--- src/rtl/core/wdc_pkg.sv ---
// wdc_pkg: shared types, codes and constants of the wall distance conditioner
// no dependencies; used by every module under rtl/core but wdc_fifo
package wdc_pkg;

  // default values of the top level parameters
  localparam int POSITIONS_DEF  = 4;
  localparam int IR_MIN_MM_DEF  = 20;
  localparam int IR_MAX_MM_DEF  = 150;
  localparam int TOF_MIN_MM_DEF = 5;
  localparam int TOF_MAX_MM_DEF = 200;
  localparam int ADC_BITS_DEF   = 12;

  localparam int NUM_SLOTS = 4;
  localparam int IR_GUARD  = 10;
  localparam logic [10:0] DIST_MAX = 11'd2047;

  // reset values of the registers
  localparam logic [10:0] SIDE_THR_RST  = 11'd90;
  localparam logic [10:0] FRONT_THR_RST = 11'd100;
  localparam logic [19:0] IR_GAIN_RST   = 20'd50000;
  localparam logic [11:0] IR_BASE_RST   = 12'd100;

  // register indexes
  localparam logic [2:0] REG_OFFSET_LEFT        = 3'd0;
  localparam logic [2:0] REG_OFFSET_FRONT_LEFT  = 3'd1;
  localparam logic [2:0] REG_OFFSET_FRONT_RIGHT = 3'd2;
  localparam logic [2:0] REG_OFFSET_RIGHT       = 3'd3;
  localparam logic [2:0] REG_SIDE_THRESHOLD     = 3'd4;
  localparam logic [2:0] REG_FRONT_THRESHOLD    = 3'd5;
  localparam logic [2:0] REG_IR_GAIN            = 3'd6;
  localparam logic [2:0] REG_IR_BASELINE        = 3'd7;

  // request action codes
  localparam logic [1:0] ACT_SAMPLE    = 2'd0;
  localparam logic [1:0] ACT_CAL_CLEAR = 2'd1;
  localparam logic [1:0] ACT_CAL_FIN   = 2'd2;

  typedef enum logic [1:0] {
    CMD_MM     = 2'd0,  // value holds a finished distance in mm
    CMD_DIV    = 2'd1,  // value holds ADC code minus baseline
    CMD_CLEAR  = 2'd2,
    CMD_FINISH = 2'd3
  } cmd_op_t;

  typedef struct packed {
    cmd_op_t     op;
    logic [1:0]  pos;
    logic [11:0] value;
  } cmd_t;

  localparam int CMD_W = $bits(cmd_t);

  typedef struct packed {
    logic [1:0]  slot;
    logic [10:0] distance;
    logic [3:0]  bitmap;
    logic        front;
    logic [10:0] average;
    logic        last;
  } res_t;

  localparam int RES_W = $bits(res_t);

  typedef struct packed {
    logic [NUM_SLOTS-1:0][10:0] offset;
    logic [10:0] side_thr;
    logic [10:0] front_thr;
    logic [19:0] ir_gain;
    logic [11:0] ir_baseline;
  } cfg_t;

  typedef struct packed {
    logic        start;
    logic [31:0] dividend;
    logic [15:0] divisor;
  } div_req_t;

endpackage

--- src/rtl/core/wdc_fifo.sv ---
// wdc_fifo: small register-based first-in first-out queue
// no package dependency; used for the command and result queues
module wdc_fifo #(
  parameter int WIDTH = 16,
  parameter int DEPTH = 4
) (
  input  logic             clk,
  input  logic             rst,
  input  logic             push,
  input  logic [WIDTH-1:0] din,
  input  logic             pop,
  output logic [WIDTH-1:0] dout,
  output logic             full,
  output logic             empty
);

  localparam int PW = (DEPTH > 1) ? $clog2(DEPTH) : 1;
  localparam int CW = $clog2(DEPTH + 1);

  logic [WIDTH-1:0] mem [DEPTH];
  logic [PW-1:0]    wr_ptr;
  logic [PW-1:0]    rd_ptr;
  logic [CW-1:0]    count;
  logic             do_push;
  logic             do_pop;

  assign full    = (count == CW'(DEPTH));
  assign empty   = (count == '0);
  assign do_push = push && !full;
  assign do_pop  = pop && !empty;
  assign dout    = mem[rd_ptr];

  always_ff @(posedge clk) begin
    if (rst) begin
      wr_ptr <= '0;
      rd_ptr <= '0;
      count  <= '0;
    end else begin
      if (do_push) begin
        wr_ptr <= (wr_ptr == PW'(DEPTH - 1)) ? '0 : wr_ptr + 1'b1;
      end
      if (do_pop) begin
        rd_ptr <= (rd_ptr == PW'(DEPTH - 1)) ? '0 : rd_ptr + 1'b1;
      end
      if (do_push && !do_pop) begin
        count <= count + 1'b1;
      end else if (do_pop && !do_push) begin
        count <= count - 1'b1;
      end
    end
  end

  always_ff @(posedge clk) begin
    if (do_push) begin
      mem[wr_ptr] <= din;
    end
  end

endmodule

--- src/rtl/core/wdc_div.sv ---
// wdc_div: 32 by 16 bit restoring divider, one quotient bit per cycle
// depends on wdc_pkg for the request struct
module wdc_div
  import wdc_pkg::*;
(
  input  logic        clk,
  input  logic        rst,
  input  div_req_t    req,
  output logic        busy,
  output logic        done,
  output logic [31:0] quotient
);

  logic [4:0]  cnt;
  logic [16:0] rem;
  logic [15:0] dvs;
  logic [31:0] quo;
  logic [16:0] rem_sh;
  logic        fits;

  assign rem_sh   = {rem[15:0], quo[31]};
  assign fits     = (rem_sh >= {1'b0, dvs});
  assign quotient = quo;

  always_ff @(posedge clk) begin
    if (rst) begin
      busy <= 1'b0;
      done <= 1'b0;
      cnt  <= '0;
    end else begin
      done <= 1'b0;
      if (req.start && !busy) begin
        busy <= 1'b1;
        cnt  <= '0;
      end else if (busy) begin
        cnt <= cnt + 1'b1;
        if (cnt == 5'd31) begin
          busy <= 1'b0;
          done <= 1'b1;
        end
      end
    end
  end

  always_ff @(posedge clk) begin
    if (req.start && !busy) begin
      rem <= '0;
      dvs <= req.divisor;
      quo <= req.dividend;
    end else if (busy) begin
      rem <= fits ? (rem_sh - {1'b0, dvs}) : rem_sh;
      quo <= {quo[30:0], fits};
    end
  end

endmodule

--- src/rtl/core/wdc_front.sv ---
// wdc_front: accepts requests, drops ignored ones, clamps range samples
// and turns IR samples into a distance or a division command; uses wdc_pkg
module wdc_front
  import wdc_pkg::*;
#(
  parameter int POSITIONS  = POSITIONS_DEF,
  parameter int IR_MAX_MM  = IR_MAX_MM_DEF,
  parameter int TOF_MIN_MM = TOF_MIN_MM_DEF,
  parameter int TOF_MAX_MM = TOF_MAX_MM_DEF,
  parameter int ADC_BITS   = ADC_BITS_DEF
) (
  input  logic        accept,
  input  logic [1:0]  action,
  input  logic [1:0]  position,
  input  logic        sensor_kind,
  input  logic [11:0] raw_reading,
  input  logic [11:0] ir_baseline,
  output logic        cmd_push,
  output cmd_t        cmd
);

  localparam int NSLOT = (POSITIONS < NUM_SLOTS) ? POSITIONS : NUM_SLOTS;

  logic [11:0] adc_mask;
  logic [11:0] code;
  logic [12:0] guard;
  logic        keep;

  always_comb begin
    for (int i = 0; i < 12; i++) begin
      adc_mask[i] = (i < ADC_BITS);
    end
    code  = raw_reading & adc_mask;
    guard = {1'b0, ir_baseline} + 13'(IR_GUARD);
    keep  = 1'b0;
    cmd.op    = CMD_MM;
    cmd.pos   = position;
    cmd.value = '0;
    unique case (action)
      ACT_SAMPLE: begin
        keep = ({1'b0, position} < 3'(NSLOT));
        if (!sensor_kind) begin
          if (raw_reading < 12'(TOF_MIN_MM)) begin
            cmd.value = 12'(TOF_MIN_MM);
          end else if (raw_reading > 12'(TOF_MAX_MM)) begin
            cmd.value = 12'(TOF_MAX_MM);
          end else begin
            cmd.value = raw_reading;
          end
        end else if ({1'b0, code} <= guard) begin
          cmd.value = 12'(IR_MAX_MM);
        end else begin
          cmd.op    = CMD_DIV;
          cmd.value = code - ir_baseline;
        end
      end
      ACT_CAL_CLEAR: begin
        keep   = 1'b1;
        cmd.op = CMD_CLEAR;
      end
      ACT_CAL_FIN: begin
        keep   = 1'b1;
        cmd.op = CMD_FINISH;
      end
      default: keep = 1'b0;
    endcase
    cmd_push = accept && keep;
  end

endmodule

--- src/rtl/core/wdc_back.sv ---
// wdc_back: executes queued commands, holds slot and calibration state,
// shares one divider for IR conversion and averages; uses wdc_pkg, wdc_div
module wdc_back
  import wdc_pkg::*;
#(
  parameter int POSITIONS = POSITIONS_DEF,
  parameter int IR_MIN_MM = IR_MIN_MM_DEF,
  parameter int IR_MAX_MM = IR_MAX_MM_DEF
) (
  input  logic clk,
  input  logic rst,
  input  cfg_t cfg,
  input  logic cmd_empty,
  input  cmd_t cmd,
  output logic cmd_pop,
  input  logic res_full,
  output logic res_push,
  output res_t res
);

  localparam int NSLOT = (POSITIONS < NUM_SLOTS) ? POSITIONS : NUM_SLOTS;

  typedef enum logic [5:0] {
    S_IDLE  = 6'b000001,
    S_IRDIV = 6'b000010,
    S_APPLY = 6'b000100,
    S_EMIT  = 6'b001000,
    S_FCHK  = 6'b010000,
    S_FDIV  = 6'b100000
  } state_t;

  state_t      state;
  logic [1:0]  slot;
  logic [11:0] mm;
  logic        last;
  logic        calibrating;
  logic [10:0] slot_distance [NUM_SLOTS];
  logic [31:0] cal_sum       [NUM_SLOTS];
  logic [15:0] cal_count     [NUM_SLOTS];
  logic [10:0] cal_avg       [NUM_SLOTS];

  div_req_t    div_req;
  logic        div_busy;
  logic        div_done;
  logic [31:0] quotient;

  logic [13:0] off_ext;
  logic [13:0] adj;
  logic [10:0] dist_next;
  logic [13:0] raw_val;
  logic        raw_pos;
  logic [11:0] ir_mm;
  logic [10:0] avg_next;
  logic [3:0]  bitmap;
  logic [10:0] thr;

  wdc_div u_div (
    .clk      (clk),
    .rst      (rst),
    .req      (div_req),
    .busy     (div_busy),
    .done     (div_done),
    .quotient (quotient)
  );

  always_comb begin
    off_ext = {{3{cfg.offset[slot][10]}}, cfg.offset[slot]};
    adj     = {2'b00, mm} + off_ext;
    if (adj[13]) begin
      dist_next = '0;
    end else if (adj > {3'b000, DIST_MAX}) begin
      dist_next = DIST_MAX;
    end else begin
      dist_next = adj[10:0];
    end
    // offset-free value that calibration accumulates
    raw_val = {3'b000, dist_next} - off_ext;
    raw_pos = !raw_val[13] && (raw_val != '0);

    if (quotient < 32'(IR_MIN_MM)) begin
      ir_mm = 12'(IR_MIN_MM);
    end else if (quotient > 32'(IR_MAX_MM)) begin
      ir_mm = 12'(IR_MAX_MM);
    end else begin
      ir_mm = quotient[11:0];
    end
    avg_next = (quotient > {21'd0, DIST_MAX}) ? DIST_MAX : quotient[10:0];

    for (int i = 0; i < NUM_SLOTS; i++) begin
      thr = (i == 1 || i == 2) ? cfg.front_thr : cfg.side_thr;
      bitmap[i] = (i < NSLOT) && (slot_distance[i] != '0) && (slot_distance[i] < thr);
    end

    res.slot     = slot;
    res.distance = slot_distance[slot];
    res.bitmap   = bitmap;
    res.front    = bitmap[1] | bitmap[2];
    res.average  = cal_avg[slot];
    res.last     = last;
  end

  always_comb begin
    cmd_pop          = (state == S_IDLE) && !cmd_empty;
    res_push         = (state == S_EMIT) && !res_full;
    div_req.start    = 1'b0;
    div_req.dividend = {12'd0, cfg.ir_gain};
    div_req.divisor  = {4'd0, cmd.value};
    if (state == S_IDLE) begin
      div_req.start = !cmd_empty && (cmd.op == CMD_DIV);
    end else if (state == S_FCHK) begin
      div_req.start    = (cal_count[slot] != '0);
      div_req.dividend = cal_sum[slot];
      div_req.divisor  = cal_count[slot];
    end
  end

  always_ff @(posedge clk) begin
    if (rst) begin
      state       <= S_IDLE;
      calibrating <= 1'b0;
      for (int i = 0; i < NUM_SLOTS; i++) begin
        slot_distance[i] <= '0;
        cal_sum[i]       <= '0;
        cal_count[i]     <= '0;
        cal_avg[i]       <= '0;
      end
    end else begin
      unique case (state)
        S_IDLE: begin
          if (!cmd_empty) begin
            unique case (cmd.op)
              CMD_MM:     state <= S_APPLY;
              CMD_DIV:    state <= S_IRDIV;
              CMD_CLEAR: begin
                calibrating <= 1'b1;
                for (int i = 0; i < NUM_SLOTS; i++) begin
                  cal_sum[i]   <= '0;
                  cal_count[i] <= '0;
                end
              end
              CMD_FINISH: begin
                calibrating <= 1'b0;
                state       <= S_FCHK;
              end
            endcase
          end
        end
        S_IRDIV: begin
          if (div_done) begin
            state <= S_APPLY;
          end
        end
        S_APPLY: begin
          slot_distance[slot] <= dist_next;
          if (calibrating && raw_pos && (cal_count[slot] != 16'hFFFF)) begin
            cal_sum[slot]   <= cal_sum[slot] + {19'd0, raw_val[12:0]};
            cal_count[slot] <= cal_count[slot] + 1'b1;
          end
          state <= S_EMIT;
        end
        S_EMIT: begin
          if (!res_full) begin
            state <= last ? S_IDLE : S_FCHK;
          end
        end
        S_FCHK: begin
          state <= (cal_count[slot] != '0) ? S_FDIV : S_EMIT;
        end
        S_FDIV: begin
          if (div_done) begin
            cal_avg[slot] <= avg_next;
            state         <= S_EMIT;
          end
        end
        default: state <= S_IDLE;
      endcase
    end
  end

  // working registers of the current command
  always_ff @(posedge clk) begin
    if (state == S_IDLE && !cmd_empty) begin
      slot <= (cmd.op == CMD_FINISH) ? 2'd0 : cmd.pos;
      mm   <= cmd.value;
      last <= (cmd.op != CMD_FINISH) || (NSLOT == 1);
    end else if (state == S_IRDIV && div_done) begin
      mm <= ir_mm;
    end else if (state == S_EMIT && !res_full && !last) begin
      slot <= slot + 1'b1;
      last <= ((slot + 1'b1) == 2'(NSLOT - 1));
    end
  end

endmodule

--- src/rtl/core/wall_distance_conditioner_core.sv ---
// Wall distance conditioner: requests go into a four-entry command queue, a
// sequencer works them off one at a time and results leave through a
// two-entry result queue, so pushing and popping stall independently. A range
// sample or an IR sample at or below the guard band passes through the apply
// and emit states; an IR sample that needs the conversion first waits on the
// shared 32-step radix-2 divider. A calibration clear is done in idle.
// A finish visits each slot in turn through a check state, a division for a
// slot with a nonzero count, and the emit state. Registers are written on the
// config channel, which is always ready, and should only be changed while idle.
// Depends on wdc_pkg, wdc_fifo, wdc_div, wdc_front and wdc_back.
module wall_distance_conditioner_core
  import wdc_pkg::*;
#(
  parameter int POSITIONS  = POSITIONS_DEF,
  parameter int IR_MIN_MM  = IR_MIN_MM_DEF,
  parameter int IR_MAX_MM  = IR_MAX_MM_DEF,
  parameter int TOF_MIN_MM = TOF_MIN_MM_DEF,
  parameter int TOF_MAX_MM = TOF_MAX_MM_DEF,
  parameter int ADC_BITS   = ADC_BITS_DEF
) (
  input  logic        clk,
  input  logic        rst,
  // request side
  input  logic        push,
  output logic        full,
  input  logic [1:0]  action,
  input  logic [1:0]  position,
  input  logic        sensor_kind,
  input  logic [11:0] raw_reading,
  // result side
  output logic        empty,
  input  logic        pop,
  output logic [1:0]  slot_out,
  output logic [10:0] distance,
  output logic [3:0]  wall_bitmap,
  output logic        front_wall,
  output logic [10:0] cal_average,
  output logic        last_result,
  // register writes
  input  logic        cfg_valid,
  output logic        cfg_ready,
  input  logic [2:0]  cfg_index,
  input  logic [19:0] cfg_data
);

  cfg_t cfg;
  logic cmd_push;
  cmd_t cmd_in;
  cmd_t cmd_out;
  logic cmd_pop;
  logic cmd_empty;
  logic res_push;
  logic res_full;
  res_t res_in;
  res_t res_out;

  assign cfg_ready = 1'b1;

  always_ff @(posedge clk) begin
    if (rst) begin
      cfg.offset      <= '0;
      cfg.side_thr    <= SIDE_THR_RST;
      cfg.front_thr   <= FRONT_THR_RST;
      cfg.ir_gain     <= IR_GAIN_RST;
      cfg.ir_baseline <= IR_BASE_RST;
    end else if (cfg_valid && cfg_ready) begin
      unique case (cfg_index) inside
        REG_OFFSET_LEFT, REG_OFFSET_FRONT_LEFT, REG_OFFSET_FRONT_RIGHT, REG_OFFSET_RIGHT:
          cfg.offset[cfg_index[1:0]] <= cfg_data[10:0];
        REG_SIDE_THRESHOLD:  cfg.side_thr    <= cfg_data[10:0];
        REG_FRONT_THRESHOLD: cfg.front_thr   <= cfg_data[10:0];
        REG_IR_GAIN:         cfg.ir_gain     <= cfg_data;
        REG_IR_BASELINE:     cfg.ir_baseline <= cfg_data[11:0];
      endcase
    end
  end

  wdc_front #(
    .POSITIONS  (POSITIONS),
    .IR_MAX_MM  (IR_MAX_MM),
    .TOF_MIN_MM (TOF_MIN_MM),
    .TOF_MAX_MM (TOF_MAX_MM),
    .ADC_BITS   (ADC_BITS)
  ) u_front (
    .accept      (push && !full),
    .action      (action),
    .position    (position),
    .sensor_kind (sensor_kind),
    .raw_reading (raw_reading),
    .ir_baseline (cfg.ir_baseline),
    .cmd_push    (cmd_push),
    .cmd         (cmd_in)
  );

  wdc_fifo #(
    .WIDTH (CMD_W),
    .DEPTH (4)
  ) u_cmd_q (
    .clk   (clk),
    .rst   (rst),
    .push  (cmd_push),
    .din   (cmd_in),
    .pop   (cmd_pop),
    .dout  (cmd_out),
    .full  (full),
    .empty (cmd_empty)
  );

  wdc_back #(
    .POSITIONS (POSITIONS),
    .IR_MIN_MM (IR_MIN_MM),
    .IR_MAX_MM (IR_MAX_MM)
  ) u_back (
    .clk       (clk),
    .rst       (rst),
    .cfg       (cfg),
    .cmd_empty (cmd_empty),
    .cmd       (cmd_out),
    .cmd_pop   (cmd_pop),
    .res_full  (res_full),
    .res_push  (res_push),
    .res       (res_in)
  );

  wdc_fifo #(
    .WIDTH (RES_W),
    .DEPTH (2)
  ) u_res_q (
    .clk   (clk),
    .rst   (rst),
    .push  (res_push),
    .din   (res_in),
    .pop   (pop),
    .dout  (res_out),
    .full  (res_full),
    .empty (empty)
  );

  assign slot_out    = res_out.slot;
  assign distance    = res_out.distance;
  assign wall_bitmap = res_out.bitmap;
  assign front_wall  = res_out.front;
  assign cal_average = res_out.average;
  assign last_result = res_out.last;

  // the sequencer never loses a result to a full queue
  a_res_no_overflow: assert property (@(posedge clk) disable iff (rst)
    res_push |-> !res_full)
    else $error("result pushed into full queue");

  // a command is only taken from a queue that holds one
  a_cmd_pop_valid: assert property (@(posedge clk) disable iff (rst)
    cmd_pop |-> !cmd_empty)
    else $error("command popped from empty queue");

  // the shared divider is never restarted while it runs
  a_div_no_restart: assert property (@(posedge clk) disable iff (rst)
    u_back.div_req.start |-> !u_back.div_busy)
    else $error("divider started while busy");

endmodule
--- config.mk ---
export PLATFORM = sky130hd
export DESIGN_NAME = wall_distance_conditioner_core
export DESIGN_NICKNAME = d
export VERILOG_FILES = /design/src/rtl/core/wdc_pkg.sv /design/src/rtl/core/wdc_fifo.sv /design/src/rtl/core/wdc_div.sv /design/src/rtl/core/wdc_front.sv /design/src/rtl/core/wdc_back.sv /design/src/rtl/core/wall_distance_conditioner_core.sv
export SDC_FILE = /design/constraint.sdc
export NUM_CORES = 1
export LEC_CHECK = 0
export ABC_CLOCK_PERIOD_IN_PS = 17100
export BUFFER_PORTS_ARGS = -buffer_cell sky130_fd_sc_hd__buf_2
export CORE_AREA = 2 2 210 253
export DETAILED_ROUTE_END_ITERATION = 7
export DIE_AREA = 0 0 212 255
export PLACE_DENSITY = 0.83
export SLEW_MARGIN = 5
export SYNTH_ARGS = -nofsm -noshare
export SYNTH_HDL_FRONTEND = slang
export SYNTH_SLANG_ARGS = --single-unit
--- constraint.sdc ---
create_clock -name clk -period 17.1 [get_ports clk]
set_clock_uncertainty 0.15 [all_clocks]
set_input_delay 1.71 -clock clk [delete_from_list [all_inputs] [get_ports clk]]
set_output_delay 1.71 -clock clk [all_outputs]
set_load 0.05 [all_outputs]
==> results.tsv, run 1 <==
metric	value	unit
cts_root_buffer	clkbuf_16	
portBuffers	76	
cp_data_arrival_time	10.04	ns
rows	92	
syn-num-nets	2852	
ys_seq_elements	611	
post_cts_resized	0	
postCtsSetupBuffers	0	
reg2reg_slack	7.22	ns
p_per_area	171	mW/mm2
avgRoutedWirePerCell	22.6	um
timing.rr.start	u_back.slot[0]$_DFFE_PP_	
antenna_found_initial	0	
rr_worst_depth	22	
core_area	0.0519	mm2
netlist_area	0.0306	mm2
tns	0	ns
num_antenna_cells	0	
place_hpwl	53.9	mm
gpl.final_weighted_congestion	0.939	
dp_slack	7.41	ns
dieArea	0.0541	mm2
avgSynthCellArea	11.5	um2
critPathRequiredTime	17.26	ns
drv_cap	0	
finalInstanceArea	0.0333	mm2
vias_per_cell	6.27	
synth_flop_cell	edfxtp_1	
end_kind	register	
r2r-end	u_back.cal_count[2][13]$_SDFFCE_PN0P_	
synth_top_area_cell	edfxtp_1	
ant_nets	0	
drtPass1Iterations	6	
tritoncts	built	
dieHeight	255	um
status	finished clean	
postCtsHoldBufs	0	
layout.nets	2872	
grt_use_total	0.288	
drtIter0Drc	2408	
fmax	101	MHz
die-width	212	um
timing.final.crit_share	0.578	
layout-drive-gt1-share	0.128	
slew_viol_final	0	
ys_warn_count	0	
synth.area.top_cells	edfxtp_1 46%, dfxtp_1 9.4%, mux4_2 7.1%	
endpoint	u_back.cal_count[2][13]$_SDFFCE_PN0P_	
period_minus_slack	9.88	ns
cts_sinks	611	
dpl-instance-area	0.0313	mm2
synthTopCellsByCount	467 x edfxtp_1, 348 x nand2_1, 327 x nor2_1	
dpl.cell_count	3327	
syn_inst	2661	
relSlewSlack	0.134	
vias	21500	
seq_area_frac_synth	0.552	
async_flop_share	0	
fillers	3788	
pin_count	78	
cts-htree-levels	2	
drcViolationCount	0	
grt_pass1_vias	21300	
cts_made_buffers	57	
hold_class	reg -> reg	
p_total	5.71	mW
synthDominantCellAreaShare	0.458	
ir_drop	0.000165	V
critical_path_class	reg -> reg	
whs	0.307	ns
fin_cells	3433	
p_leak	12.4	nW
grt_setup_unrepaired	no	
yosysMostFrequentCell	edfxtp_1	
utilization	0.641	
syn_to_final_growth	8.82	%
timing.final.ws_setup	7.22	ns
final_hold_viol_count	0	
hp-start	cfg[97]$_SDFFE_PP0P_	
synth_edf_count	467	
tightest_slew	1.29	ns
grt_pass1_wl	119	mm
start_util	0.590	
synth_cell_types	81	
grt-ovfl-total	0	
grt_max_degree	80	
clock_path_buffers	3	
startpoint	u_back.slot[0]$_DFFE_PP_	
start_kind	register	
clkLatencyLatePin	0.65	ns
wirelength	77.6	mm
crit_fanout	56	
finalSetupViolations	0	
path_clk_slew	0.06	ns
[area by class of cell]
cell class / instances / area, um2 / share of cell area
multi-input combinational: 1804 / 12600 / 0.378
tap: 705 / 882 / 0.0265
inverter: 111 / 417 / 0.0125
timing repair buffer: 96 / 533 / 0.0160
clock inverter: 36 / 469 / 0.0141
clock buffer: 70 / 1490 / 0.0446
sequential: 611 / 16900 / 0.508
[report_power, final]
group | switching (mW) | internal [mW]
clock network | 0.574 | 0.760
registers | 0.200 | 1.92
logic | 1.47 | 0.784
[registers in the layout (all words and copies together) (netlist names), 32 cells and up, named ones only]
name and cells:
u_back.cal_sum 128, cfg 98, u_back.cal_count 64, u_cmd_q.mem 64, u_res_q.mem 60, u_back.cal_avg 44, u_back.slot_distance 44, u_back.u_div.quotient 32
[cell usage in the layout, fill, tap and decap left out, types with 40 or more instances in the layout]
cell / synthesis / routed
dfxtp_1: 144 / 142
nand2_1: 348 / 344
ha_1: 140 / 140
edfxtp_1: 467 / 467
o21ai_0: 79 / 79
nor3_1: 40 / 40
inv_1: 110 / 110
a21oi_1: 209 / 209
xnor2_1: 48 / 48
clkbuf_16: 0 / 57
nor2_1: 327 / 325
xor2_1: 52 / 52
nand3_1: 41 / 41
mux4_2: 96 / 96
buf_2: 27 / 75
[layer usage]
| layer | GRT usage | routed length (um) | share of wire |
|---|---|---|---|
| met5 | 0 | 0 | 0 |
| met4 | 0.140 | 4020 | 0.052 |
| met3 | 0.0413 | 5970 | 0.077 |
| met2 | 0.510 | 39300 | 0.51 |
| met1 | 0.346 | 28200 | 0.36 |
[worst min-delay path by stage]
| stage | to | slack [ns] | cells after the start |
|---|---|---|---|
| finish | cfg[97]$_SDFFE_PP0P_ | 0.31 | 2 |
| detailed placement | cfg[13]$_SDFFE_PP0P_ | 0.30 | 2 |
| CTS | cfg[13]$_SDFFE_PP0P_ | 0.31 | 2 |
| floorplan | cfg[76]$_SDFFE_PP0P_ | 0.28 | 2 |
| global route | cfg[97]$_SDFFE_PP0P_ | 0.32 | 2 |
| global placement | cfg[85]$_SDFFE_PP0P_ | 0.29 | 2 |
[critical path, cell delays in order (launching register included)]
cell and delay [ns]:
edfxtp_1 1.11, mux4_2 0.65, ha_1 0.38, a21o_1 0.23, a221oi_2 0.29, a211oi_1 0.17, or3_1 0.40, nor4b_1 0.33
a311oi_1 0.13, o21ai_4 0.48, a21o_1 0.24, ha_1 0.16, inv_1 0.06, fa_1 0.42, a211oi_1 0.44, o21ai_0 0.24
a41o_1 0.30, a21oi_1 0.26, mux2i_1 0.31, and2_1 0.90, nand3_4 0.60, nand2_2 0.76, buf_4 0.47
[cell families after synthesis]
| family | count (synthesis) | synth area share |
|---|---|---|
| compound gates | 456 | 0.0898 |
| xor+xnor | 100 | 0.0286 |
| fa+ha+maj | 146 | 0.0612 |
| buf+inv | 246 | 0.0369 |
| flops | 611 | 0.552 |
| mux | 157 | 0.0919 |
| other cells | 1 | 0.000123 |
| simple gates | 944 | 0.139 |
Power figures use the tool's default switching activity.
==> run 2, diff against run 1 <==
ABC_CLOCK_PERIOD_IN_PS = 8200   (was 17100)
CORE_AREA = 2 2 215 259   (was 2 2 210 253)
DIE_AREA = 0 0 217 261   (was 0 0 212 255)
clock period = 8.2 ns   (was 17.1 ns; I/O delays follow)
==> run 2 against run 1 <==
Against the previous run:
- global-route usage shrank 0.93 points
- non-clock buffer count is 12 higher
- sequential share of layout area decreased by 0.50 points
- critical path type unchanged
- largest cell class unchanged
- highest routed layer unchanged
==> results.tsv, run 2 (same netlist as run 1, synthesis figures left out) <==
metric	value	unit
status	finished clean	
largest-register	u_back.cal_sum	
r2r-end	u_back.cal_sum[0][29]$_SDFFCE_PN0P_	
core_area	0.0543	mm2
rr_worst_depth	29	
cp_top_family	compound AO/OA/AOI/OAI gates	
vias	21400	
p_leak	12.6	nW
drv_cap	0	
layout-drive-gt1-share	0.139	
p_total	12.0	mW
dpl.cell_count	3352	
dpl-instance-area	0.0315	mm2
grt_pass1_wl	121	mm
cts-htree-levels	2	
critical_path_class	reg -> reg	
cts_made_buffers	59	
largest_register_ffs	128	
drtPass1Iterations	6	
grt_use_total	0.279	
dieHeight	261	um
crit_cells	29	
fmax	128	MHz
place_hpwl	53.1	mm
final_common_cell	edfxtp_1	
wirelength	78.4	mm
path_clk_slew	0.07	ns
period_minus_slack	7.80	ns
timing.rr.start	u_back.slot[1]$_DFFE_PP_	
clock_path_buffers	3	
reg_top3	u_back.cal_sum x128, cfg x98	
clkLatencyLatePin	0.66	ns
ir_drop	0.000288	V
fillers	4089	
final_hold_viol_count	0	
vias_per_cell	6.19	
p_per_area	357	mW/mm2
gpl.final_weighted_congestion	0.947	
grt-ovfl-total	0	
slowest_stage	edfxtp_1	
start_kind	register	
grt_setup_unrepaired	no	
postCtsHoldBufs	0	
portBuffers	76	
tns	0	ns
drcViolationCount	0	
cp_data_arrival_time	8.05	ns
mostFrequentLayoutCells	467 x edfxtp_1, 344 x nand2_1, 325 x nor2_1, 208 x a21oi_1, 142 x dfxtp_1	
tritoncts	built	
syn_to_final_growth	9.91	%
tightest_slew	1.28	ns
slew_viol_final	0	
cts_sinks	611	
dieArea	0.0566	mm2
ant_nets	0	
drtIter0Drc	2233	
startpoint	u_back.slot[1]$_DFFE_PP_	
grt_pass1_vias	21600	
endpoint	u_back.cal_sum[0][29]$_SDFFCE_PN0P_	
fin_cells	3467	
hold_class	in -> reg	
cpPeakStageDelay	0.67	ns
grt_max_degree	101	
timing.final.crit_share	0.951	
rows	94	
start_util	0.563	
critPathRequiredTime	8.45	ns
layout.nets	2886	
finalInstanceArea	0.0336	mm2
finalSetupViolations	0	
path_buf_inv	3	
reg2reg_slack	0.40	ns
crit_fanout	13	
cts_root_buffer	clkbuf_16	
antenna_found_initial	0	
pin_count	78	
end_kind	register	
avgRoutedWirePerCell	22.6	um
die-width	217	um
relSlewSlack	0.146	
run 2: repair_timing:
action / in CTS / in global routing
setup buffers: 0 / 2
gates resized for setup: 0 / 5
endpoints found under the setup margin: 0 / 65
run 2: worst min path at each step:
stage	slack [ns]	cells past startpoint	start	endpoint
floorplan	0.28	2	cfg[76]$_SDFFE_PP0P_	cfg[76]$_SDFFE_PP0P_
global placement	0.29	2	cfg[90]$_SDFFE_PP0P_	cfg[90]$_SDFFE_PP0P_
detailed placement	0.30	2	cfg[51]$_SDFFE_PP0P_	cfg[51]$_SDFFE_PP0P_
CTS	0.22	3	cfg_data[14]	cfg[26]$_SDFFE_PP1P_
global route	0.24	3	cfg_data[14]	cfg[26]$_SDFFE_PP1P_
finish	0.24	3	cfg_data[14]	cfg[26]$_SDFFE_PP1P_
run 2: final cells by class:
class / instances / area, um2 / share of cell area
Antenna cell: 1 / 2.50 / 0.0000744
Sequential cell: 611 / 16900 / 0.503
Tap cell: 720 / 901 / 0.0268
Timing Repair Buffer: 108 / 673 / 0.0200
Multi-Input combinational cell: 1804 / 12600 / 0.375
Clock inverter: 29 / 364 / 0.0108
Clock buffer: 83 / 1750 / 0.0519
Inverter: 111 / 417 / 0.0124
run 2: metal layers:
metal  up-vias  share of wire  GRT usage
li1       9719              -          -
met1     10500           0.36      0.335
met2       990           0.51      0.492
met3       248          0.077     0.0398
met4         0          0.052      0.140
met5         -              0          0
run 2: power by group:
| part | switching [mW] | internal (mW) |
|---|---|---|
| Combinational | 3.07 | 1.68 |
| Sequential | 0.362 | 3.99 |
| Clock | 1.24 | 1.66 |
| Total | 4.67 | 7.33 |
run 2: per-stage QoR:
| step | util | hold WS (ns) | setup slack, ns |
|---|---|---|---|
| 2_1_floorplan | - | 0.283 | 0.620 |
| 3_3_place_gp | 0.580 | 0.291 | 0.486 |
| 6_report | 0.619 | 0.240 | 0.402 |
| 5_1_grt | 0.619 | 0.241 | 0.0414 |
| 4_1_cts | 0.618 | 0.217 | 0.107 |
| 3_5_place_dp | 0.580 | 0.298 | 0.230 |
run 2: worst register-to-register path, delay by kind of cell (launching register included):
family | cells | cell delay (ns)
flip-flops | 1 | 0.67
XOR/XNOR | 2 | 0.46
AND/OR/NAND/NOR | 4 | 0.70
buffers and inverters | 3 | 0.52
AO/OA/AOI/OAI | 14 | 3.03
multiplexers | 1 | 0.38
adder cells (fa/ha/maj) | 5 | 1.66
